===== src/hdl/afr_pkg.sv =====
// ----------------------------------------------------------------------------
// Axis-face refraction unit package
// Shared types, constants and helpers for the refraction pipeline.
// ----------------------------------------------------------------------------
package afr_pkg;

	localparam int DIR_W    = 16;
	localparam int IOR_W    = 16;
	localparam int SQ_IN_W  = 62;
	localparam int SQ_RT_W  = SQ_IN_W / 2;
	localparam int QUO_W    = 16;
	localparam int DIV_LANES = 4;
	localparam int DEN_W    = SQ_RT_W;
	localparam int ETA_LANE = 3;
	// Front stages, two square roots, the normaliser stages, the divider and the output.
	localparam int LATENCY  = 10 + 2 * SQ_RT_W + QUO_W;

	localparam logic [1:0] AXIS_X = 2'd0;
	localparam logic [1:0] AXIS_Y = 2'd1;
	localparam logic [1:0] AXIS_Z = 2'd2;

	localparam logic signed [DIR_W-1:0] DIR_MAX = 16'sh7FFF;
	localparam logic signed [DIR_W-1:0] DIR_MIN = 16'sh8000;
	localparam logic [14:0] COS_ONE = 15'd16384;
	localparam logic [28:0] COS_ONE_SQ = 29'h1000_0000;
	localparam logic [IOR_W-1:0] ETA_ONE = 16'h1000;
	localparam logic [IOR_W-1:0] ETA_SAT = 16'hFFFF;

	typedef logic signed [DIR_W-1:0] dir_t;

	typedef struct packed {
		dir_t             dir_x;
		dir_t             dir_y;
		dir_t             dir_z;
		logic [1:0]       face_axis;
		logic             face_positive;
		logic [IOR_W-1:0] ior_from;
		logic [IOR_W-1:0] ior_to;
	} afr_req_t;

	typedef struct packed {
		dir_t             out_x;
		dir_t             out_y;
		dir_t             out_z;
		logic             reflected;
		logic [IOR_W-1:0] eta_out;
	} afr_rsp_t;

	// Fields that ride alongside a request from the front to the output.
	typedef struct packed {
		dir_t [2:0]       d;
		logic [1:0]       axis;
		logic             tir;
		logic [28:0]      e_num;
		logic [IOR_W-1:0] e_den;
		logic             e_sat;
	} afr_carry_t;

	typedef struct packed {
		afr_carry_t       cy;
		logic             sn_neg;
		logic [2:0][31:0] n1d;
		logic [29:0]      n1c;
	} afr_side1_t;

	typedef struct packed {
		afr_carry_t       cy;
		logic [2:0]       rneg;
		logic [2:0][29:0] rmag;
	} afr_side2_t;

	typedef struct packed {
		afr_carry_t       cy;
		logic [2:0]       rneg;
	} afr_side3_t;

	// Mirror one component; the most negative value saturates.
	function automatic dir_t neg_sat(input dir_t v);
		dir_t r;
		if (v == DIR_MIN) begin
			r = DIR_MAX;
		end else begin
			r = -v;
		end
		return r;
	endfunction

endpackage


===== src/hdl/afr_isqrt.sv =====
// ----------------------------------------------------------------------------
// Pipelined integer square root
// Floor square root, one result bit per register stage, with a travelling tag.
// ----------------------------------------------------------------------------
module afr_isqrt import afr_pkg::*; #(
	parameter int IN_W  = SQ_IN_W,
	parameter int TAG_W = 1
) (
	input  logic                 clk,
	input  logic                 arst_n,
	input  logic                 in_valid,
	input  logic [IN_W-1:0]      in_x,
	input  logic [TAG_W-1:0]     in_tag,
	output logic                 out_valid,
	output logic [IN_W/2-1:0]    out_root,
	output logic [TAG_W-1:0]     out_tag
);

	localparam int RT_W  = IN_W / 2;
	localparam int REM_W = RT_W + 1;

	logic               vld_s  [RT_W+1];
	logic [IN_W-1:0]    x_s    [RT_W+1];
	logic [RT_W-1:0]    root_s [RT_W+1];
	logic [REM_W-1:0]   rem_s  [RT_W+1];
	logic [TAG_W-1:0]   tag_s  [RT_W+1];

	assign vld_s[0]  = in_valid;
	assign x_s[0]    = in_x;
	assign root_s[0] = '0;
	assign rem_s[0]  = '0;
	assign tag_s[0]  = in_tag;

	for (genvar i = 0; i < RT_W; i++) begin : g_stage
		logic [REM_W+1:0] cat;
		logic [REM_W+1:0] trial;
		logic             ge;

		assign cat   = {rem_s[i], x_s[i][IN_W-1 -: 2]};
		assign trial = {1'b0, root_s[i], 2'b01};
		assign ge    = (cat >= trial);

		always_ff @(posedge clk or negedge arst_n) begin
			if (!arst_n) begin
				vld_s[i+1] <= 1'b0;
			end else begin
				vld_s[i+1] <= vld_s[i];
			end
		end

		always_ff @(posedge clk) begin
			x_s[i+1]    <= {x_s[i][IN_W-3:0], 2'b00};
			root_s[i+1] <= {root_s[i][RT_W-2:0], ge};
			rem_s[i+1]  <= ge ? REM_W'(cat - trial) : cat[REM_W-1:0];
			tag_s[i+1]  <= tag_s[i];
		end
	end

	assign out_valid = vld_s[RT_W];
	assign out_root  = root_s[RT_W];
	assign out_tag   = tag_s[RT_W];

endmodule


===== config.mk =====
export PLATFORM = sky130hd
export DESIGN_NAME = afr_isqrt
export DESIGN_NICKNAME = d
export VERILOG_FILES = /design/src/hdl/afr_pkg.sv /design/src/hdl/afr_isqrt.sv
export SDC_FILE = /design/constraint.sdc
export NUM_CORES = 2
export LEC_CHECK = 0
export ABC_AREA = 1
export BUFFER_PORTS_ARGS = -buffer_cell sky130_fd_sc_hd__buf_2
export CAP_MARGIN = 30
export CELL_PAD_IN_SITES_DETAIL_PLACEMENT = 0
export CELL_PAD_IN_SITES_GLOBAL_PLACEMENT = 1
export CORE_ASPECT_RATIO = 0.9
export CORE_MARGIN = 4
export CORE_UTILIZATION = 45
export CTS_CLUSTER_DIAMETER = 60
export CTS_CLUSTER_SIZE = 8
export DETAILED_ROUTE_END_ITERATION = 16
export PLACE_DENSITY = 0.83
export REMOVE_ABC_BUFFERS = 1
export SYNTH_ARGS = -nofsm -noshare
export SYNTH_HDL_FRONTEND = slang
export SYNTH_SLANG_ARGS = --single-unit

===== constraint.sdc =====
create_clock -name clk -period 5.5 [get_ports clk]
set_input_delay 1.1 -clock clk [delete_from_list [all_inputs] [get_ports clk]]
set_output_delay 1.1 -clock clk [all_outputs]
set_load 0.005 [all_outputs]

# Yosys cells after proc, flatten, opt, wreduce, memory -nomap -nowiden
# Index checks and enable logic that the tools add are counted.
dict set report op_classes {
  addsub 30
  eq_ne 0
  n_lt_le_gt_ge 31
  mux 30
  shift 0
  n_div 0
  bitwise 0
  multipliers 0
  reduce_logical 0
}
# op count
set ops {}
lappend ops {{$mux 32} 29}
lappend ops {{$ge 34x10->1} 1}
lappend ops {{$ge 34x11->1} 1}
lappend ops {{$ge 34x12->1} 1}
lappend ops {{$ge 34x13->1} 1}
lappend ops {{$ge 34x14->1} 1}
lappend ops {{$ge 34x15->1} 1}
lappend ops {{$ge 34x16->1} 1}
lappend ops {{$ge 34x17->1} 1}
lappend ops {{$ge 34x18->1} 1}
lappend ops {{$ge 34x19->1} 1}
lappend ops {{$ge 34x20->1} 1}
lappend ops {{$ge 34x21->1} 1}
lappend ops {{$ge 34x22->1} 1}
lappend ops {{$ge 34x23->1} 1}
lappend ops {{$ge 34x24->1} 1}
lappend ops {{$ge 34x25->1} 1}
lappend ops {{$ge 34x26->1} 1}
lappend ops {{$ge 34x27->1} 1}
lappend ops {{$ge 34x28->1} 1}
lappend ops {{$ge 34x29->1} 1}
lappend ops {{$ge 34x3->1} 1}
lappend ops {{$ge 34x30->1} 1}
lappend ops {{$ge 34x31->1} 1}
lappend ops {{39 further kinds} 39}
dict set report word_totals {
  in_bits 66
  word_cells 245
  latch_bits 0
  mem_bits_rw 0
  n_memories 0
  romBits 0
  regBits 2419
  output_inout_bits 33
}

# Depth between registers and ports, before layout
dict set report logic_depth {
  depth_word 2
  depth_mapped 17
  depth_no_buf 16
}

# Worst setup path after synthesis
# Ideal clock, no wire load.
dict set report synth_timing {
  path_kind {reg2reg}
  from {reg root_s, in the netlist g_stage[5].trial[3]}
  to {reg rem_s, in the netlist g_stage[6].cat[18]}
  stages_incl_launch_ff 13
  path_buffers 2
  path_slack_ns 3.551
  t_required_ns 5.378
  arrival_time_ns 1.828
  setup_time_ns 0.122
  cell_sequence {dfxtp_1 inv_1 ha_1 a21oi_1 o21ai_2 nand2_1 nand2_2 a21boi_4 nand2_1 nor2_2 buf_4 buf_4 a21oi_1}
}
dict set report synth_between {
  elab_chain_cells 2
  elab_cells_between_ends 3
  cone_classes {add/sub: 1; order compare: 1; mux: 1}
}
# item line
set synth_lines {}
lappend synth_lines {{start, declared} afr_isqrt.sv:24} ;# logic [RT_W-1:0] root_s [RT_W+1];
lappend synth_lines {{start signal, assigned by index} afr_isqrt.sv:53} ;# root_s[i+1] <= {root_s[i][RT_W-2:0], ge};
lappend synth_lines {{$sub 32x7->32 or $ge 34x7->1 (tied branches)} {afr_isqrt.sv:54, afr_isqrt.sv:41}}
lappend synth_lines {{$mux 32 (*)} afr_isqrt.sv:54} ;# rem_s[i+1] <= ge ? REM_W'(cat - trial) : cat[REM_W-1:0];
lappend synth_lines {{end signal, assigned by index} afr_isqrt.sv:54}
lappend synth_lines {{end, declared} afr_isqrt.sv:25} ;# logic [REM_W-1:0] rem_s [RT_W+1];
# Mark *: on every way between the ends. The rest lies on a longest branch, timed or not.
# A chain may end at the register's enable or synchronous reset.

# Worst setup path after layout
dict set report layout_timing {
  from {reg root_s, in the netlist g_stage[27].trial[28]}
  to {reg rem_s, in the netlist g_stage[28].cat[21]}
}
dict set report layout_between {
  elab_chain_cells 2
}
# item line
set layout_lines {}
lappend layout_lines {{$ge 34x29->1} afr_isqrt.sv:41} ;# assign ge = (cat >= trial);
lappend layout_lines {{$mux 32} afr_isqrt.sv:54}
# No other way between the ends.

==> impl_metrics.tcl <==
set metrics [dict create \
    status "finished clean" \
    synthArstFlopShare_pct 1.29 \
    dp.final_hpwl_mm 233 \
    synth_seq_cells 2402 \
    synth_mux_area_share_pct 0 \
    synth_edf_count 0 \
    pwr_density_cell_nw_per_um2 468 \
    ios 99 \
    cp-startpoint "g_stage[27].trial[28]$_DFF_P_" \
    die_h_um 466 \
    fmax_mhz 300 \
    synthTopCellsByArea "dfxtp_1 (45%), nand2_1 (18%), inv_1 (8.7%), ha_1 (6.3%), nor2_1 (4.5%)" \
    cts_tree "done" \
    required_ns 6.23 \
    nets 15512 \
    start_kind "flop" \
    cp_top_family "simple AND/OR/NAND/NOR gates" \
    synth_warnings 0 \
    setup_ws_ns 2.17 \
    drc 0 \
    fin_setup_tns_ns 0 \
    grt_pass1_vias 82066 \
    synthCells 14569 \
    dr.pass1.iters 8 \
    internal-power_uw 36600 \
    path_buf_inv 3 \
    synth_largest_area_cell "dfxtp_1" \
    drtAntennaViolNets 0 \
    p_sw_share_pct 34.1 \
    clkTransAtPathRegs_ns 0.05 \
    power_frac_comb_pct 23.8 \
    cts_hold_buf 0 \
    seq_area_frac_synth_pct 46.0 \
    p_clk_share_pct 34.5 \
    fillers 22967 \
    cts.path.max_buffers 4 \
    synth_top_area_share_pct 45.2 \
    finClkSkew_ns 0.0508 \
    hold_violations 0 \
    slowest_delay_ns 0.58 \
    ys.flop_type "dfxtp_1" \
    synth_area_sq_um 105000 \
    grt_pass1_wl_mm 457 \
    drt_iter0_drc 7297 \
    crit_chain "inv_1 -> ha_1 -> inv_1 -> nor2_1 -> nand4_1 -> nor3_1 -> nor2_1 -> nand2_2 -> inv_2 -> nand2_1 -> nand2_1" \
    relSlewSlack_pct 35.2 \
    wl_mm 292 \
    synth_common_cells "nand2_1 (4,946), inv_1 (2,427), dfxtp_1 (2,371)" \
    place_congestion 0.960 \
    grt-ovfl-total 0 \
    drive_gt1_share_pct 4.37 \
    maxSlewViolCount 0 \
    antenna_found_initial 9 \
    dieArea_sq_um 241000 \
    ir_drop_uv 291 \
    wire_per_inst_um 16.2 \
    crit_path_end_kind "flop" \
    io_buffers 98 \
    dp_slack_ns 2.26 \
    setup_viol_count_final 0 \
    min_path_type "in -> async" \
    core_area_sq_um 231000 \
    synth_compound_area_share_pct 5.34 \
    dieWidth_um 517 \
    syn_area_per_cell_sq_um 7.21 \
    worstMarginPinSlew_ns 0.971 \
    fin_total_pwr_uw 55500 \
    yosys.area_share.adder_pct 6.29 \
    crit_fanout 34 \
    period_minus_slack_ns 3.33 \
    p_sw_uw 18900 \
    criticalPathCategory "reg -> reg" \
    post_cts_buffers 0 \
    synth_xor_area_share_pct 3.15 \
    synth_top_family_by_area "simple AND/OR/NAND/NOR gates" \
    cts_buffers 353 \
    cap_violations 0 \
    p_leak_uw 0.0640 \
    crit_arrival_ns 4.06 \
    period_share_pct 60.6 \
    dr_total_vias 87457 \
    cts_root_buf "clkbuf_16" \
    syn2layout_area_growth_pct 12.8 \
    via_per_inst 4.85 \
    postCtsResizedCells 0 \
    synthSimpleGateAreaFrac_pct 29.8 \
    pwr-share-seq_pct 41.8 \
    cp_slowest_cell "nand2_2" \
    r2r-start "g_stage[27].trial[28]$_DFF_P_" \
    rsz0062_at_grt "no" \
    synth.most_common_cell "nand2_1" \
    track_usage_pct 23.8 \
    worstSkewPairLatency_ns 0.88 \
    start_util_pct 45.4 \
    cts_num_sinks 2402 \
    synth_cell_types 54 \
    htree_levels 5 \
    grt_start_max_net_pins 43 \
    rows 167 \
]
==> layout by cell type, fill, tap and decap left out, types with 14 or more instances in the layout <==
cell type / Yosys / final
ha_1: 528 / 528
xnor2_1: 105 / 105
nand3_1: 753 / 753
nor3_1: 178 / 178
nand3b_1: 129 / 129
or2_2: 60 / 60
dfrtp_1: 31 / 31
clkbuf_1: 5 / 23
nand2_1: 4946 / 4946
dfxtp_1: 2371 / 2371
clkbuf_16: 0 / 355
o21ai_1: 15 / 15
inv_1: 2427 / 2427
o21bai_1: 47 / 47
o21ai_0: 302 / 302
and2_1: 22 / 22
buf_2: 78 / 98
a21o_1: 14 / 14
nor2_1: 1269 / 1268
inv_2: 16 / 16
xor2_1: 273 / 273
a21oi_1: 637 / 637
nor4_1: 21 / 21
nand4_1: 182 / 182
==> cell families (layout without fill, tap and decap cells) <==
logic type,after synthesis,count (layout)
xor gates and xnor gates,378,378
DFF,2402,2402
adders and majority gates,528,528
buffers and inverters,2565,2980
and+or+nand+nor,7636,7636
other,1,6
AOI/OAI and AO/OA,1059,1059
==> per-layer routing <==
metal  vias to the layer above  part of all wire, %  track usage [%]  wire [um]
met5                         -               0.0079                0         23
met4                         4                  2.5             6.20       7170
met3                       431                  6.5             3.42      18900
met2                      2401                   42             36.2     122000
met1                     39171                   49             35.2     144000
li1                      45450                    -                -          -
==> area by class of cell <==
type	instances	area, sq um	share of cell area (%)
Antenna cell	5	12.5	0.0106
Clock buffer	384	9050	7.64
Clock inverter	37	622	0.525
Inverter	2443	9170	7.74
Multi-Input combinational cell	9602	46800	39.6
Sequential cell	2402	48200	40.7
Tap cell	3042	3810	3.21
Timing Repair Buffer	116	676	0.571
==> per-stage QoR <==
step	cell area (sq um)	hold WS (ns)	cells	utilization [%]
6_report	118000	0.248	18031	51.2
5_1_grt	118000	0.279	18030	51.2
4_1_cts	118000	0.214	18026	51.2
3_5_place_dp	109000	0.312	17605	47.0
3_3_place_gp	109000	0.310	17600	47.0
2_1_floorplan	104000	0.310	14447	-
==> power by group through the flow <==
stage | Combinational [uW] | Sequential, uW | Clock [uW]
floorplan | 9720 | 22100 | 0
global placement | 13000 | 23500 | 0
detailed placement | 13000 | 23500 | 0
CTS | 13100 | 23200 | 19700
global route | 15100 | 23400 | 20400
finish | 13200 | 23200 | 19100
==> worst paths after layout <==
kind / endpoint / slack [ns] / cells past startpoint
setup / recovery: g_stage[28].cat[21]$_DFF_P_ / 2.17 / 11
hold / removal: vld_s[16]$_DFF_PN0_ / 0.25 / 1
setup reg to reg: g_stage[28].cat[21]$_DFF_P_ / 2.17 / 11
hold reg to reg: x_s[1763]$_DFF_P_ / 0.28 / 0
max in group asynchronous: vld_s[7]$_DFF_PN0_ / 4.81 / 1
min in group clk: x_s[1763]$_DFF_P_ / 0.28 / 0
==> worst reg2reg max path, cell delays in order (launching register included) <==
cell and delay (ns):
dfxtp_1 0.36, inv_1 0.06, ha_1 0.34, inv_1 0.08, nor2_1 0.43, nand4_1 0.31
nor3_1 0.26, nor2_1 0.07, nand2_2 0.58, inv_2 0.49, nand2_1 0.16, nand2_1 0.06
==> sequential cells by signal, indices dropped and copies added, names as in the netlist <==
signal,flops
vld_s,30
out_valid,1
x_s,870
tag_s,30
out_root,31
g_stage.trial,465
out_tag,1
g_stage.cat,974
Power figures use the tool's default switching activity.
